`config.mk`:
```
export PLATFORM = sky130hd
export DESIGN_NAME = binary_to_decimal_ascii_core
export DESIGN_NICKNAME = d
export VERILOG_FILES = /design/src/sv/b2da_pkg.sv /design/src/sv/binary_to_decimal_ascii_core.sv /design/src/sv/b2da_ctrl.sv /design/src/sv/b2da_datapath.sv
export SDC_FILE = /design/constraint.sdc
export NUM_CORES = 1
export LEC_CHECK = 0
export BUFFER_PORTS_ARGS = -buffer_cell sky130_fd_sc_hd__buf_2
export CAP_MARGIN = 10
export CORE_ASPECT_RATIO = 1.2
export CORE_MARGIN = 5
export CORE_UTILIZATION = 35
export CTS_CLUSTER_DIAMETER = 100
export CTS_CLUSTER_SIZE = 20
export DETAILED_ROUTE_END_ITERATION = 12
export REMOVE_ABC_BUFFERS = 1
export SYNTH_ARGS = -nofsm -noshare
export SYNTH_HDL_FRONTEND = slang
export SYNTH_SLANG_ARGS = --single-unit
```
`constraint.sdc`:
```
create_clock -name aclk -period 2.85 [get_ports aclk]
set_input_delay 0.57 -clock aclk [delete_from_list [all_inputs] [get_ports aclk]]
set_output_delay 0.57 -clock aclk [all_outputs]
set_load 0.05 [all_outputs]
```
`src/sv/b2da_pkg.sv`:
```
`default_nettype none

package b2da_pkg;

    localparam int VALUE_W       = 32;
    localparam int NATIVE_DIGITS = 10;
    localparam int MAX_DIGITS    = 10;
    localparam int CAP_DIGITS    = (MAX_DIGITS > NATIVE_DIGITS) ? NATIVE_DIGITS : MAX_DIGITS;
    localparam int IDX_W         = $clog2(NATIVE_DIGITS);
    localparam int BIT_CNT_W     = $clog2(VALUE_W);
    localparam int CHAR_W        = 6;

    localparam logic [CHAR_W-1:0] ASCII_ZERO = 6'd48;

    typedef enum logic [1:0] {
        ST_IDLE,
        ST_CONVERT,
        ST_PREP,
        ST_EMIT
    } state_t;

    typedef struct packed {
        logic load;
        logic shift;
        logic start;
        logic step;
    } dp_cmd_t;

    typedef struct packed {
        logic bit_last;
        logic idx_zero;
    } dp_status_t;

endpackage

`default_nettype wire

```
`src/sv/binary_to_decimal_ascii_core.sv`:
```
// The first digit word is valid once the input word is accepted and the 32-step
// shift-and-add-3 loop, then ST_PREP, have run. Each further digit word follows
// in the cycle after the previous one is taken, one digit per cycle while m_ready
// is high; no new value is accepted until the last digit is taken.
// Reset: synchronous active-low aresetn returns the controller to idle.
`default_nettype none

module binary_to_decimal_ascii_core (
    input  wire                                 aclk,
    input  wire                                 aresetn,
    input  wire                                 s_valid,
    output logic                                s_ready,
    input  wire  [b2da_pkg::VALUE_W-1:0]        s_value,
    output logic                                m_valid,
    input  wire                                 m_ready,
    output logic [b2da_pkg::CHAR_W-1:0]         m_digit_char,
    output logic                                m_last_digit
);

    b2da_pkg::dp_cmd_t    cmd;
    b2da_pkg::dp_status_t status;

    b2da_ctrl u_ctrl (
        .aclk    (aclk),
        .aresetn (aresetn),
        .s_valid (s_valid),
        .s_ready (s_ready),
        .m_valid (m_valid),
        .m_ready (m_ready),
        .status  (status),
        .cmd     (cmd)
    );

    b2da_datapath u_datapath (
        .aclk         (aclk),
        .s_value      (s_value),
        .cmd          (cmd),
        .status       (status),
        .m_digit_char (m_digit_char),
        .m_last_digit (m_last_digit)
    );

`ifndef ASSERT_OFF
    a_no_accept_while_emit: assert property (@(posedge aclk) disable iff (!aresetn)
        m_valid |-> !s_ready)
        else $error("input accepted while digits pending");

    a_last_returns_idle: assert property (@(posedge aclk) disable iff (!aresetn)
        (m_valid && m_ready && m_last_digit) |=> (s_ready && !m_valid))
        else $error("not idle after last digit");

    a_accept_no_output: assert property (@(posedge aclk) disable iff (!aresetn)
        (s_valid && s_ready) |=> (!m_valid && !s_ready))
        else $error("output right after accept");

    a_digit_range: assert property (@(posedge aclk) disable iff (!aresetn)
        m_valid |-> (m_digit_char >= 6'd48 && m_digit_char <= 6'd57))
        else $error("digit char out of range");
`endif

endmodule

`default_nettype wire

```
`src/sv/b2da_ctrl.sv`:
```
`default_nettype none

module b2da_ctrl (
    input  wire                  aclk,
    input  wire                  aresetn,
    input  wire                  s_valid,
    output logic                 s_ready,
    output logic                 m_valid,
    input  wire                  m_ready,
    input  b2da_pkg::dp_status_t status,
    output b2da_pkg::dp_cmd_t    cmd
);

    b2da_pkg::state_t state_reg;
    b2da_pkg::state_t state_next;

    always_ff @(posedge aclk) begin
        if (!aresetn) begin
            state_reg <= b2da_pkg::ST_IDLE;
        end else begin
            state_reg <= state_next;
        end
    end

    always_comb begin
        state_next = state_reg;
        cmd        = '0;
        s_ready    = 1'b0;
        m_valid    = 1'b0;
        unique case (state_reg)
            b2da_pkg::ST_IDLE: begin
                s_ready = 1'b1;
                if (s_valid) begin
                    cmd.load   = 1'b1;
                    state_next = b2da_pkg::ST_CONVERT;
                end
            end
            b2da_pkg::ST_CONVERT: begin
                cmd.shift = 1'b1;
                if (status.bit_last) begin
                    state_next = b2da_pkg::ST_PREP;
                end
            end
            b2da_pkg::ST_PREP: begin
                cmd.start  = 1'b1;
                state_next = b2da_pkg::ST_EMIT;
            end
            b2da_pkg::ST_EMIT: begin
                m_valid = 1'b1;
                if (m_ready) begin
                    if (status.idx_zero) begin
                        state_next = b2da_pkg::ST_IDLE;
                    end else begin
                        cmd.step = 1'b1;
                    end
                end
            end
            default: begin
                state_next = b2da_pkg::ST_IDLE;
            end
        endcase
    end

endmodule

`default_nettype wire

```
`src/sv/b2da_datapath.sv`:
```
`default_nettype none

module b2da_datapath (
    input  wire                                 aclk,
    input  wire  [b2da_pkg::VALUE_W-1:0]        s_value,
    input  b2da_pkg::dp_cmd_t                   cmd,
    output b2da_pkg::dp_status_t                status,
    output logic [b2da_pkg::CHAR_W-1:0]         m_digit_char,
    output logic                                m_last_digit
);

    logic [b2da_pkg::VALUE_W-1:0]   value_reg;
    logic [3:0]                     bcd_reg [b2da_pkg::NATIVE_DIGITS];
    logic [3:0]                     adj [b2da_pkg::NATIVE_DIGITS];
    logic [3:0]                     bcd_next [b2da_pkg::NATIVE_DIGITS];
    logic [b2da_pkg::BIT_CNT_W-1:0] bit_cnt_reg;
    logic [b2da_pkg::IDX_W-1:0]     idx_reg;
    logic [b2da_pkg::IDX_W-1:0]     msd;
    logic [b2da_pkg::IDX_W-1:0]     start_idx;

    // add-3 correction, then shift one bit in
    always_comb begin
        for (int i = 0; i < b2da_pkg::NATIVE_DIGITS; i++) begin
            adj[i] = (bcd_reg[i] >= 4'd5) ? bcd_reg[i] + 4'd3 : bcd_reg[i];
        end
        bcd_next[0] = {adj[0][2:0], value_reg[b2da_pkg::VALUE_W-1]};
        for (int i = 1; i < b2da_pkg::NATIVE_DIGITS; i++) begin
            bcd_next[i] = {adj[i][2:0], adj[i-1][3]};
        end
    end

    // highest nonzero digit, clipped to the buffer size
    always_comb begin
        msd = '0;
        for (int i = 0; i < b2da_pkg::NATIVE_DIGITS; i++) begin
            if (bcd_reg[i] != 4'd0) begin
                msd = b2da_pkg::IDX_W'(i);
            end
        end
        if (msd > b2da_pkg::IDX_W'(b2da_pkg::CAP_DIGITS - 1)) begin
            start_idx = b2da_pkg::IDX_W'(b2da_pkg::CAP_DIGITS - 1);
        end else begin
            start_idx = msd;
        end
    end

    always_ff @(posedge aclk) begin
        if (cmd.load) begin
            value_reg   <= s_value;
            bit_cnt_reg <= '0;
            for (int i = 0; i < b2da_pkg::NATIVE_DIGITS; i++) begin
                bcd_reg[i] <= 4'd0;
            end
        end else if (cmd.shift) begin
            value_reg   <= {value_reg[b2da_pkg::VALUE_W-2:0], 1'b0};
            bit_cnt_reg <= bit_cnt_reg + 1'b1;
            for (int i = 0; i < b2da_pkg::NATIVE_DIGITS; i++) begin
                bcd_reg[i] <= bcd_next[i];
            end
        end
        if (cmd.start) begin
            idx_reg <= start_idx;
        end else if (cmd.step) begin
            idx_reg <= idx_reg - 1'b1;
        end
    end

    assign status.bit_last = (bit_cnt_reg == b2da_pkg::BIT_CNT_W'(b2da_pkg::VALUE_W - 1));
    assign status.idx_zero = (idx_reg == '0);

    assign m_digit_char = b2da_pkg::ASCII_ZERO + {2'b00, bcd_reg[idx_reg]};
    assign m_last_digit = status.idx_zero;

endmodule

`default_nettype wire
```
==> flow_summary.ini <==
[outcome]
outcome = completed

[place]
hpwlAfterDp_um = 7100
numPlacedInstances = 676
io_buffers = 42
place_congestion = 0.833

[cells_and_area]
stdcell_count = 692
drive_gt1_share_pct = 16.1
utilization_pct = 41.0
fin_nets = 581
area_growth_pct = 14.7
antenna_cells = 0
largest_reg_flops = 40
n_fill_cell = 1355
final_common_cell = nand2_1
multi_input_area_um2 = 2270
regArea_um2 = 2500
final_cell_mix = 135 x nand2_1, 76 x edfxtp_1, 42 x buf_2, 29 x ha_1, 28 x inv_1

[clocking]
hold_buffers = 0
numCtsBuffers = 9
cts.sinks = 87
cts_tree = built
cts-htree-levels = 3
clock_tree.root_cell = clkbuf_16
clk-insertion-delay-late_ps = 350
clkTransAtPathRegs_ps = 70
clk_path_buf_depth = 2
post_cts.resized_instances = 0
post_cts_buffers = 0

[timing]
fin_crit_ps = 2610
period_share_pct = 91.4
hold_viol_final = 0
skew_ps = 9.46
slew_violations = 0
finalSetupViolations = 0
whs_ps = 476
slew_headroom_pct = 61.4
rsz0062_at_grt = false
fin_tns_setup_ps = 0
fmax_mhz = 384
tightestPinTransition_ps = 580

[routing]
topRoutingLayerUsed = met4
ant_nets = 0
avgRoutedWirePerCell_um = 14.5
avgViaCountPerCell = 5.00
met1_length_um = 4550
vias = 3459
dr.first_iter.drc_count = 160
wl_met3_um = 459
firstDrtPassIters = 4
totalWireLength_um = 10000
drc = 0
dr_wl_met2_um = 4810

[die]
boundaryPins = 45
rows = 47
core_area_um2 = 13900
die_w_um = 119
initial_core_util_pct = 35.8
fp.dieH_um = 140
die-area_um2 = 16700

[synth]
synth.distinct_cells = 50
synth_top_flop_cell = edfxtp_1
synth-edff-count = 76
yosysWarnings = 0
ys_seq_area_share_pct = 50.4
async_flop_share_pct = 0
postSynthAreaPerCell_um2 = 10.5
syn_area_um2 = 4970
synth_cells = 473
synth_seq_cells = 87

[worst_setup_path]
worst_ep_required_time_ps = 2280
critical_path.cell_chain = mux4_2 -> a22oi_1 -> nand2_1 -> buf_2
crit_slowest_cell = dfxtp_1
cpPeakStageDelay_ps = 630
worstPathArrival_ps = 2040
cp_max_fo = 9
cp-end-kind = output pin
worstRegToRegCells = 6
worst_setup_path_start_kind = register
criticalPathCategory = reg -> out

[global_route]
track_usage_pct = 12.3
overflow = 0
antenna_found_initial = 0
grt_pass1_wl_um = 16600
grt_max_degree = 47
first_global_vias = 3500

[power]
p_leak_nw = 2.48
pwr-share-clk_pct = 18.8
p_int_mw = 4.42
p_per_area_nw_per_um2 = 1290
combPwrFrac_pct = 41.6
switching_share_pct = 39.6
seq_power_share_pct = 39.6
worst_ir_drop_vdd_v = 0.000790
p_sw_mw = 2.90

[min_path]
holdPathStages = 3
min_path_type = in -> reg

[job]
cap_violations = 0
==> power by group through the flow <==
stage | clock (mW) | sequential [mW] | combinational (mW)
floorplan | 0 | 2.74 | 2.42
global placement | 0 | 2.89 | 2.99
detailed placement | 0 | 2.92 | 3.09
CTS | 1.41 | 2.90 | 3.11
global route | 1.46 | 2.99 | 3.45
finish | 1.37 | 2.90 | 3.05
==> Yosys cell counts, types with 2 or more instances <==
| cell | count | share of area (%) |
|---|---|---|
| nand2_1 | 135 | 10 |
| edfxtp_1 | 76 | 46 |
| ha_1 | 29 | 7.3 |
| inv_1 | 28 | 2.1 |
| xnor2_1 | 22 | 3.9 |
| nor2_1 | 18 | 1.4 |
| nand2b_1 | 14 | 1.8 |
| and2_1 | 13 | 1.6 |
| o21ai_0 | 12 | 1.2 |
| and3_1 | 11 | 1.4 |
| dfxtp_1 | 11 | 4.4 |
| a21boi_0 | 10 | 1.5 |
| a21o_1 | 9 | 1.4 |
| o211a_1 | 9 | 1.8 |
| clkbuf_1 | 8 | 0.60 |
| mux4_2 | 8 | 3.6 |
| o211ai_1 | 6 | 0.91 |
| a22oi_1 | 4 | 0.60 |
| buf_2 | 4 | 0.40 |
| nor3_1 | 4 | 0.40 |
| nor3b_2 | 4 | 1.0 |
| mux2i_1 | 3 | 0.60 |
| nor3b_1 | 3 | 0.45 |
| a21oi_1 | 2 | 0.20 |
| buf_4 | 2 | 0.30 |
| buf_6 | 2 | 0.45 |
| nand3_1 | 2 | 0.20 |
| xor2_1 | 2 | 0.35 |
==> final cells by class <==
class                   instances  share of cell area [%]
clock buffers                   9                    3.96
clock inverters                 7                    2.09
inverters                      29                    1.91
multi-input cells             341                    39.9
flip-flops and latches         87                    43.9
well taps                     171                    3.76
repair buffers                 48                    4.48
==> per-layer routing <==
layer | up-vias | GRT usage (%)
met3 | 16 | 3.02
met5 | - | 0
li1 | 1718 | -
met2 | 64 | 20.2
met1 | 1661 | 15.4
met4 | 0 | 5.37
==> path summary, 6_finish.rpt <==
kind | startpoint | end | slack (ps)
max | register | m_digit_char[0] | 240
min | s_value[11] | u_datapath.value_reg[11]$_DFFE_PP_ | 480
max reg2reg | u_datapath.bcd_reg[2][0]$_SDFFCE_PN0P_ | u_datapath.idx_reg[1]$_DFFE_PN_ | 830
min reg2reg | u_datapath.bit_cnt_reg[4]$_SDFFE_PP0P_ | u_datapath.bit_cnt_reg[4]$_SDFFE_PP0P_ | 510
==> critical path, delay by kind of cell, from the launching register on <==
kind                   cells  cell delay (ps)
muxes                      1              560
AOI/OAI and AO/OA          1              190
buffers and inverters      1              220
and+or+nand+nor            1               90
DFF                        1              630
==> stage by stage <==
stage	total power, mW	setup slack [ps]	instance area, um2
finish	7.32	245	5690
global route	7.89	88.3	5690
CTS	7.41	212	5690
detailed placement	6.01	592	5350
global placement	5.88	630	5350
floorplan	5.16	-956	4880
==> logic make-up (layout without fill, tap and decap cells) <==
kind of cell,count (synthesis),in the layout,synth area share [%]
simple gates,211,211,19.7
flops,87,87,50.4
compound gates,63,63,9.78
buf+inv,46,93,4.03
fa+ha+maj,29,29,7.31
xor+xnor,24,24,4.23
mux,12,12,4.46
other cells,1,2,0.0755
Power figures use the tool's default switching activity.
